[src/hw/rtl/bsd_pkg.sv]
`default_nettype none

package bsd_pkg;

    localparam int LENGTH_BITS_DEF = 16;
    localparam int QUEUE_DEPTH_DEF = 4;
    localparam int TOTAL_W         = 16;
    localparam logic [TOTAL_W-1:0] TOTAL_MAX = 16'hFFFF;
    localparam int MAX_CHARS       = 3;

    localparam logic [7:0] BACKSLASH  = 8'h5C;
    localparam logic [7:0] CHAR_N     = 8'h6E;
    localparam logic [7:0] CHAR_R     = 8'h72;
    localparam logic [7:0] CHAR_T     = 8'h74;
    localparam logic [7:0] CHAR_ZERO  = 8'h30;
    localparam logic [7:0] CHAR_SEVEN = 8'h37;
    localparam logic [7:0] CHAR_LF    = 8'h0A;
    localparam logic [7:0] CHAR_CR    = 8'h0D;
    localparam logic [7:0] CHAR_TAB   = 8'h09;

    typedef struct packed {
        logic [7:0] in_byte;
        logic       end_of_string;
    } in_t;

    typedef struct packed {
        logic [7:0]         out_byte;
        logic               has_byte;
        logic               last;
        logic [TOTAL_W-1:0] total_length;
    } out_t;

    // decoded characters of one input item
    typedef struct packed {
        logic [MAX_CHARS-1:0][7:0] chars;
        logic [1:0]                n_chars;
        logic                      last;
        logic [TOTAL_W-1:0]        total_length;
    } group_t;

endpackage

`default_nettype wire

[src/hw/rtl/bsd_front.sv]
`default_nettype none

module bsd_front #(
    parameter int LENGTH_BITS = bsd_pkg::LENGTH_BITS_DEF
) (
    input  wire logic           aclk,
    input  wire logic           aresetn,
    input  wire logic           s_valid,
    output logic                s_ready,
    input  wire bsd_pkg::in_t   s_data,
    output logic                push_valid,
    input  wire logic           push_ready,
    output bsd_pkg::group_t     push_data
);

    typedef enum logic [1:0] {
        PLAIN,
        ESC,
        DIG1,
        DIG2
    } mode_t;

    mode_t                  mode_reg, mode_next;
    logic [2:0]             fd_reg, fd_next;
    logic [2:0]             sd_reg, sd_next;
    logic [LENGTH_BITS-1:0] count_reg, count_next;

    logic                   take;
    logic [LENGTH_BITS:0]   sum;
    logic [LENGTH_BITS-1:0] count_sat;
    logic [31:0]            count_wide;
    bsd_pkg::group_t        grp;

    // items that only update escape state produce no group
    assign s_ready    = push_ready;
    assign push_valid = s_valid && ((grp.n_chars != 2'd0) || grp.last);
    assign take       = s_valid && push_ready;
    assign push_data  = grp;

    always_comb begin
        logic [7:0] b;
        logic       oct;
        logic [2:0] d;
        b         = s_data.in_byte;
        oct       = b inside {[bsd_pkg::CHAR_ZERO:bsd_pkg::CHAR_SEVEN]};
        d         = b[2:0];
        mode_next = mode_reg;
        fd_next   = fd_reg;
        sd_next   = sd_reg;
        grp       = '0;

        case (mode_reg)
            PLAIN: begin
                if (b == bsd_pkg::BACKSLASH) begin
                    mode_next = ESC;
                end else begin
                    grp.chars[0] = b;
                    grp.n_chars  = 2'd1;
                end
            end
            ESC: begin
                mode_next   = PLAIN;
                grp.n_chars = 2'd1;
                if (b == bsd_pkg::BACKSLASH) begin
                    grp.chars[0] = bsd_pkg::BACKSLASH;
                end else if (b == bsd_pkg::CHAR_N) begin
                    grp.chars[0] = bsd_pkg::CHAR_LF;
                end else if (b == bsd_pkg::CHAR_R) begin
                    grp.chars[0] = bsd_pkg::CHAR_CR;
                end else if (b == bsd_pkg::CHAR_T) begin
                    grp.chars[0] = bsd_pkg::CHAR_TAB;
                end else if (oct) begin
                    fd_next     = d;
                    mode_next   = DIG1;
                    grp.n_chars = 2'd0;
                end else begin
                    grp.chars[0] = b;
                end
            end
            DIG1: begin
                if (oct) begin
                    sd_next   = d;
                    mode_next = DIG2;
                end else begin
                    mode_next    = PLAIN;
                    grp.chars[0] = bsd_pkg::CHAR_ZERO | {5'd0, fd_reg};
                    if (b == bsd_pkg::BACKSLASH) begin
                        mode_next   = ESC;
                        grp.n_chars = 2'd1;
                    end else begin
                        grp.chars[1] = b;
                        grp.n_chars  = 2'd2;
                    end
                end
            end
            default: begin
                mode_next = PLAIN;
                if (oct) begin
                    grp.chars[0] = {fd_reg[1:0], sd_reg, d};
                    grp.n_chars  = 2'd1;
                end else begin
                    grp.chars[0] = bsd_pkg::CHAR_ZERO | {5'd0, fd_reg};
                    grp.chars[1] = bsd_pkg::CHAR_ZERO | {5'd0, sd_reg};
                    if (b == bsd_pkg::BACKSLASH) begin
                        mode_next   = ESC;
                        grp.n_chars = 2'd2;
                    end else begin
                        grp.chars[2] = b;
                        grp.n_chars  = 2'd3;
                    end
                end
            end
        endcase

        // end of string: flush held digits, drop a lone backslash
        if (s_data.end_of_string) begin
            if (mode_next == DIG1) begin
                grp.chars[0] = bsd_pkg::CHAR_ZERO | {5'd0, fd_next};
                grp.n_chars  = 2'd1;
            end else if (mode_next == DIG2) begin
                grp.chars[0] = bsd_pkg::CHAR_ZERO | {5'd0, fd_next};
                grp.chars[1] = bsd_pkg::CHAR_ZERO | {5'd0, sd_next};
                grp.n_chars  = 2'd2;
            end
            mode_next = PLAIN;
            fd_next   = '0;
            sd_next   = '0;
        end

        sum        = {1'b0, count_reg} + (LENGTH_BITS + 1)'(grp.n_chars);
        count_sat  = sum[LENGTH_BITS] ? {LENGTH_BITS{1'b1}} : sum[LENGTH_BITS-1:0];
        count_wide = 32'(count_sat);
        count_next = count_sat;
        if (s_data.end_of_string) begin
            grp.last         = 1'b1;
            grp.total_length = (count_wide > 32'(bsd_pkg::TOTAL_MAX)) ?
                               bsd_pkg::TOTAL_MAX : count_wide[bsd_pkg::TOTAL_W-1:0];
            count_next       = '0;
        end
    end

    always_ff @(posedge aclk) begin
        if (!aresetn) begin
            mode_reg  <= PLAIN;
            fd_reg    <= '0;
            sd_reg    <= '0;
            count_reg <= '0;
        end else if (take) begin
            mode_reg  <= mode_next;
            fd_reg    <= fd_next;
            sd_reg    <= sd_next;
            count_reg <= count_next;
        end
    end

endmodule

`default_nettype wire

[src/hw/rtl/bsd_queue.sv]
`default_nettype none

module bsd_queue #(
    parameter int DEPTH = bsd_pkg::QUEUE_DEPTH_DEF
) (
    input  wire logic             aclk,
    input  wire logic             aresetn,
    input  wire logic             push_valid,
    output logic                  push_ready,
    input  wire bsd_pkg::group_t  push_data,
    output logic                  pop_valid,
    input  wire logic             pop_ready,
    output bsd_pkg::group_t       pop_data
);

    localparam int PTR_W = (DEPTH > 1) ? $clog2(DEPTH) : 1;
    localparam int CNT_W = $clog2(DEPTH + 1);

    bsd_pkg::group_t    mem_reg [DEPTH];
    logic [PTR_W-1:0]   wr_reg, wr_next;
    logic [PTR_W-1:0]   rd_reg, rd_next;
    logic [CNT_W-1:0]   fill_reg, fill_next;
    logic               push, pop;

    assign push_ready = fill_reg != CNT_W'(DEPTH);
    assign pop_valid  = fill_reg != '0;
    assign pop_data   = mem_reg[rd_reg];
    assign push       = push_valid && push_ready;
    assign pop        = pop_valid && pop_ready;

    always_comb begin
        wr_next   = wr_reg;
        rd_next   = rd_reg;
        fill_next = fill_reg;
        if (push) begin
            wr_next = (wr_reg == PTR_W'(DEPTH - 1)) ? '0 : wr_reg + 1'b1;
        end
        if (pop) begin
            rd_next = (rd_reg == PTR_W'(DEPTH - 1)) ? '0 : rd_reg + 1'b1;
        end
        if (push && !pop) begin
            fill_next = fill_reg + 1'b1;
        end else if (pop && !push) begin
            fill_next = fill_reg - 1'b1;
        end
    end

    always_ff @(posedge aclk) begin
        if (push) begin
            mem_reg[wr_reg] <= push_data;
        end
    end

    always_ff @(posedge aclk) begin
        if (!aresetn) begin
            wr_reg   <= '0;
            rd_reg   <= '0;
            fill_reg <= '0;
        end else begin
            wr_reg   <= wr_next;
            rd_reg   <= rd_next;
            fill_reg <= fill_next;
        end
    end

    ap_fill_bound: assert property (@(posedge aclk) disable iff (!aresetn)
        fill_reg <= CNT_W'(DEPTH))
        else $error("queue fill above depth");

    ap_fill_step: assert property (@(posedge aclk) disable iff (!aresetn)
        push && !pop |=> fill_reg == $past(fill_reg) + 1'b1)
        else $error("queue fill not incremented on write");

    ap_ptr_match: assert property (@(posedge aclk) disable iff (!aresetn)
        fill_reg == '0 |-> wr_reg == rd_reg)
        else $error("queue empty with pointers apart");

endmodule

`default_nettype wire

[src/hw/rtl/bsd_back.sv]
`default_nettype none

module bsd_back (
    input  wire logic             aclk,
    input  wire logic             aresetn,
    input  wire logic             pop_valid,
    output logic                  pop_ready,
    input  wire bsd_pkg::group_t  pop_data,
    output logic                  m_valid,
    input  wire logic             m_ready,
    output bsd_pkg::out_t         m_data
);

    logic            m_valid_reg, m_valid_next;
    bsd_pkg::out_t   m_data_reg, m_data_next;
    logic [1:0]      idx_reg, idx_next;

    logic            final_char;
    logic            load;
    logic [1:0]      cnt_m1;
    logic [7:0]      sel_char;

    assign m_valid    = m_valid_reg;
    assign m_data     = m_data_reg;
    assign cnt_m1     = (pop_data.n_chars == 2'd0) ? 2'd0 : pop_data.n_chars - 2'd1;
    assign final_char = idx_reg == cnt_m1;
    assign load       = pop_valid && (!m_valid_reg || m_ready);
    assign pop_ready  = load && final_char;

    always_comb begin
        case (idx_reg)
            2'd0:    sel_char = pop_data.chars[0];
            2'd1:    sel_char = pop_data.chars[1];
            default: sel_char = pop_data.chars[2];
        endcase
    end

    always_comb begin
        m_valid_next = m_valid_reg;
        m_data_next  = m_data_reg;
        idx_next     = idx_reg;
        if (load) begin
            m_valid_next          = 1'b1;
            m_data_next.has_byte  = pop_data.n_chars != 2'd0;
            m_data_next.out_byte  = (pop_data.n_chars != 2'd0) ? sel_char : 8'd0;
            m_data_next.last      = pop_data.last && final_char;
            m_data_next.total_length = (pop_data.last && final_char) ?
                                       pop_data.total_length : '0;
            idx_next              = final_char ? 2'd0 : idx_reg + 2'd1;
        end else if (m_ready) begin
            m_valid_next = 1'b0;
        end
    end

    always_ff @(posedge aclk) begin
        if (!aresetn) begin
            m_valid_reg <= 1'b0;
            idx_reg     <= '0;
        end else begin
            m_valid_reg <= m_valid_next;
            idx_reg     <= idx_next;
        end
    end

    always_ff @(posedge aclk) begin
        m_data_reg <= m_data_next;
    end

    ap_marker_last: assert property (@(posedge aclk) disable iff (!aresetn)
        m_valid_reg && !m_data_reg.has_byte |-> m_data_reg.last)
        else $error("bare end marker without last");

    ap_idx_range: assert property (@(posedge aclk) disable iff (!aresetn)
        pop_valid |-> idx_reg <= cnt_m1)
        else $error("result index beyond group");

    ap_idx_wrap: assert property (@(posedge aclk) disable iff (!aresetn)
        pop_ready && pop_valid |=> idx_reg == 2'd0)
        else $error("result index not cleared after group");

endmodule

`default_nettype wire

[src/hw/rtl/backslash_escape_decoder_unit.sv]
`default_nettype none

// Path: each group goes through the group queue, and each result leaves from the output register.
// Throughput: one input transfer per cycle while the group queue has room; the result side
// drains one result per cycle while the receiver takes them; an item that decodes to k characters
// gives k results (a bare end marker gives one, an item that only holds escape state none).
// Reset (aresetn low, synchronous): plain mode, length count zero, queue and output empty.

module backslash_escape_decoder_unit #(
    parameter int LENGTH_BITS = bsd_pkg::LENGTH_BITS_DEF,
    parameter int QUEUE_DEPTH = bsd_pkg::QUEUE_DEPTH_DEF
) (
    input  wire logic           aclk,
    input  wire logic           aresetn,
    input  wire logic           s_valid,
    output logic                s_ready,
    input  wire bsd_pkg::in_t   s_data,
    output logic                m_valid,
    input  wire logic           m_ready,
    output bsd_pkg::out_t       m_data
);

    logic            push_valid, push_ready;
    bsd_pkg::group_t push_data;
    logic            pop_valid, pop_ready;
    bsd_pkg::group_t pop_data;

    bsd_front #(
        .LENGTH_BITS (LENGTH_BITS)
    ) u_front (
        .aclk       (aclk),
        .aresetn    (aresetn),
        .s_valid    (s_valid),
        .s_ready    (s_ready),
        .s_data     (s_data),
        .push_valid (push_valid),
        .push_ready (push_ready),
        .push_data  (push_data)
    );

    bsd_queue #(
        .DEPTH (QUEUE_DEPTH)
    ) u_queue (
        .aclk       (aclk),
        .aresetn    (aresetn),
        .push_valid (push_valid),
        .push_ready (push_ready),
        .push_data  (push_data),
        .pop_valid  (pop_valid),
        .pop_ready  (pop_ready),
        .pop_data   (pop_data)
    );

    bsd_back u_back (
        .aclk      (aclk),
        .aresetn   (aresetn),
        .pop_valid (pop_valid),
        .pop_ready (pop_ready),
        .pop_data  (pop_data),
        .m_valid   (m_valid),
        .m_ready   (m_ready),
        .m_data    (m_data)
    );

endmodule

`default_nettype wire

[config.mk]
export PLATFORM = sky130hd
export DESIGN_NAME = backslash_escape_decoder_unit
export DESIGN_NICKNAME = d
export VERILOG_FILES = /design/src/hw/rtl/bsd_pkg.sv /design/src/hw/rtl/bsd_front.sv /design/src/hw/rtl/bsd_queue.sv /design/src/hw/rtl/bsd_back.sv /design/src/hw/rtl/backslash_escape_decoder_unit.sv
export SDC_FILE = /design/constraint.sdc
export NUM_CORES = 1
export LEC_CHECK = 0
export ABC_CLOCK_PERIOD_IN_PS = 3600
export BUFFER_PORTS_ARGS = -buffer_cell sky130_fd_sc_hd__buf_2
export CAP_MARGIN = 30
export CORE_MARGIN = 2
export CORE_UTILIZATION = 35
export CTS_BUF_LIST = sky130_fd_sc_hd__clkbuf_2 sky130_fd_sc_hd__clkbuf_4 sky130_fd_sc_hd__clkbuf_8
export CTS_CLUSTER_DIAMETER = 80
export DETAILED_ROUTE_END_ITERATION = 10
export GPL_TIMING_DRIVEN = 1
export SLEW_MARGIN = 0
export SYNTH_ARGS = -nofsm -noshare
export SYNTH_HDL_FRONTEND = slang
export SYNTH_SLANG_ARGS = --single-unit
export TNS_END_PERCENT = 10
[constraint.sdc]
create_clock -name aclk -period 3.6 [get_ports aclk]
set_clock_uncertainty 0.2 [all_clocks]
set_input_delay 0.36 -clock aclk [delete_from_list [all_inputs] [get_ports aclk]]
set_output_delay 0.36 -clock aclk [all_outputs]
set_load 0.01 [all_outputs]
==> impl_metrics.toml <==
[floorplan]
initial_core_util = 0.3535
die-area_mm2 = 0.03020
design.core.area_mm2 = 0.02855
floorplan.die.width_um = 173.8
pin_count = 41
die-height_um = 173.8
num_rows = 62

[power]
vdd_drop_max_mv = 0.2612
p_per_area_mw_per_mm2 = 655.9
leakagePower_uw = 0.004091

[logic_synthesis]
yosys_cell_types = 63
synthXorXnorAreaFrac = 0.009547
main_synth_ff_type = "edfxtp_1"
postSynthAreaPerCell_um2 = 14.50
portion_of_the_post_synthesis_area_used_by_sequential_elements = 0.6606
postSynthRegisterBits = 234
synthSimpleGateAreaFrac = 0.09795
ys_warn_count = 0
count_of_flip_flops_with_a_built_in_enable_after_synthesis = 198
synth_compound_gate_area_share = 0.08791
mappedNetlistNets = 721
synth_cells = 696
synthMuxAreaShare = 0.1020
ys_async_sr_fraction = 0
main_combinational_cell_family_by_area_after_synthesis = "multiplexers"
adder_cell_area_share_of_the_yosys_netlist = 0.01637
netlist_area_mm2 = 0.01009

[timing]
post-route-min-period_ns = 3.229
timing_worst_slew_pin_value_ns = 0.9751
slew-limit-headroom = 0.3492
timing.fmax_ghz = 0.3097
finalHoldViolCount = 0
final-max-slew-violation-count = 0
report.final.setup_viol = 0
postLayoutSetupSlackWorst_ns = 0.3712
unrepaired_setup_endpoints_after_global_routing = "no"
timing.final.crit_share = 0.8969

[setup_path]
worstSetupPathType = "flip-flop to flip-flop"
critical-path-top-cell-by-count = "nor2_1"
crit_path_max_incr_delay_ns = 0.45
worst-endpoint-arrival_ns = 3.28
critPathLaunchType = "flip-flop"
cp_max_fo = 9
setup.worst_path.end_class = "flip-flop"
series_of_cell_instances_along_the_critical_path = "nand2b_1 > a211oi_2 > o311ai_0 > o21ai_1 > ha_1 > fa_1 > and4_1 > a41oi_1 > a31oi_1 > nor2_1 > nor2_1"
r2r_cells = 11
critPathSlowestCell = "dfxtp_1"
worst_ep_required_time_ns = 3.65

[placed_design]
globalplace.congestion = 0.8659
detailed_place.area_mm2 = 0.01103
dp_hpwl_um = 13590
port_buffers = 40
preCtsSetupSlack_ns = -0.02401
post-place-cells = 1124

[cts]
postCtsSetupBuffers = 0
cts_root_buffer = "clkbuf_8"
clock_latency_ns = 0.52
tritoncts_clock_tree = "built"
cts_made_buffers = 38
numClockSinks = 234
clock_transition_at_the_registers_of_the_reported_paths_ns = 0.06
cts-htree-levels = 2
max_clock_buf_depth = 3

[grt]
largest_net_degree_at_the_start_of_global_routing = 44
track_usage = 0.1472
first_global_vias = 6282
grt_overflow_total = 0
grt_antenna_before_repair = 0
grt_pass1_wl_um = 34960

[final_layout]
drive_gt1_frac = 0.2815
antenna_cells_inserted = 0
multi_input_comb_area_mm2 = 0.003208
final_cell_area_mm2 = 0.01187
num-nets-final = 806
layout_stage_area_growth_over_the_synthesis_result_pct = 17.66
finalNonFillerCells = 1194
fillerInstances = 2635
largest_register_ffs = 172
finalCoreUtilization = 0.4159
footprint_of_the_flip_flops_and_latches_mm2 = 0.006670

[route]
route.antenna.remaining_nets = 0
detailedRoute.firstIterationViolations = 470
finalWirelength_um = 21880
drt-pass1-iter-count = 5
dr_total_vias = 6146
drcViolationCount = 0
wl_per_cell_um = 18.33
avgViaCountPerCell = 5.147

[hold_path]
min_delay_path_depth = 2
worstHoldPathType = "primary input to flip-flop"

[job]
timing.max_cap.violations = 0

[status]
run_status = "complete, no violations"
power by group:
group	leakage [µW]	switching [µW]	total (µW)	internal, µW
combinational	0.00146	1050	1810	766
sequential	0.00220	111	3520	3410
clock	0.000435	1010	2450	1440
final cells by class:
class / instances / share of cell area
well taps: 384 / 0.04047
clock inverters: 7 / 0.008325
flip-flops and latches: 234 / 0.5618
repair buffers: 89 / 0.05227
multi-input cells: 402 / 0.2702
clock buffers: 62 / 0.06186
inverters: 16 / 0.005059
cell families (layout without fill, tap and decap cells):
logic type | count (synthesis) | after routing
adders and majority gates | 12 | 12
muxes | 49 | 49
buffers and inverters | 60 | 174
xor gates and xnor gates | 11 | 11
and+or+nand+nor | 193 | 193
AOI/OAI and AO/OA | 137 | 137
DFF | 234 | 234
through the flow:
| stage | hold slack (ns) | TNS [ns] | power, µW |
|---|---|---|---|
| 6_report | 0.05010 | 0 | 7787 |
| 5_1_grt | 0.04817 | 0 | 8193 |
| 4_1_cts | 0.03360 | 0 | 7907 |
| 3_5_place_dp | 0.2653 | -0.1022 | 5440 |
| 3_3_place_gp | 0.2452 | 0 | 5414 |
| 2_1_floorplan | 0.2362 | -0.06480 | 4812 |
metal layers:
layer | vias to the layer above | share of wire | GRT usage
li1 | 2899 | - | -
met4 | 0 | 0.021 | 0.04482
met3 | 34 | 0.055 | 0.03311
met1 | 3033 | 0.46 | 0.2002
met2 | 180 | 0.46 | 0.2366
met5 | - | 0 | 0
synthesized netlist by cell type (all sizes together), types with 6 or more instances:
cell type / n / area [µm²]
nand3: 13 / 65.06
xnor2: 6 / 52.55
a211oi: 6 / 45.04
edfxtp: 198 / 5946
buf: 15 / 88.83
a31oi: 8 / 50.05
mux4: 43 / 968.4
nand2: 49 / 191.4
or3: 6 / 37.54
o21ai: 30 / 150.1
nor2: 44 / 165.2
nor3: 15 / 75.07
nand2b: 6 / 37.54
inv: 16 / 60.06
and2: 15 / 93.84
ha: 10 / 125.1
dfxtp: 36 / 720.7
clkbuf: 29 / 108.9
and3: 20 / 125.1
nor4: 6 / 43.79
a22oi: 14 / 105.1
a21oi: 44 / 220.2
worst paths after layout:
check	from	to	slack, ns
worst max register to register	u_front.mode_reg[1]	u_queue.mem_reg[3][8]	0.37
worst min-delay path	aresetn	u_front.count_reg[9]	0.05
worst max-delay path	u_front.mode_reg[1]	u_queue.mem_reg[3][8]	0.37
worst min register to register	u_front.count_reg[0]	u_front.count_reg[0]	0.27
repair_timing:
| item | CTS | global route |
|---|---|---|
| endpoints found under the setup margin | 0 | 16 |
| resized for setup | 0 | 2 |
| hold buffers | 1 | 0 |
| hold endpoints to repair | 1 | 0 |
worst max-delay path, delay by kind of cell, from the launching register on:
| family | cells | cell delay (ns) |
|---|---|---|
| AO/OA/AOI/OAI | 5 | 0.90 |
| adder cells (fa/ha/maj) | 2 | 0.68 |
| AND/OR/NAND/NOR | 4 | 0.73 |
| flip-flops | 1 | 0.45 |
cells in the final DEF (no fill, tap or decap), types with 3 or more instances in the layout:
cell	instances
edfxtp_1	198
nand2_1	47
nor2_1	44
a21oi_1	44
buf_4	44
mux4_2	43
clkbuf_8	43
buf_2	40
dfxtp_1	33
o21ai_0	29
and3_1	20
clkbuf_4	19
inv_1	16
a22oi_1	14
nor3_1	13
nand3_1	13
and2_1	10
ha_1	10
a31oi_1	8
nand2b_1	6
or3_1	6
xnor2_1	6
nor4_1	5
mux2i_1	5
and2_2	5
xor2_1	5
o221a_2	5
a21boi_0	4
o31ai_1	4
a211oi_1	4
buf_12	4
nand3b_1	3
dfxtp_2	3
clkinvlp_4	3
Note: power is estimated with default switching activity, not from simulation.
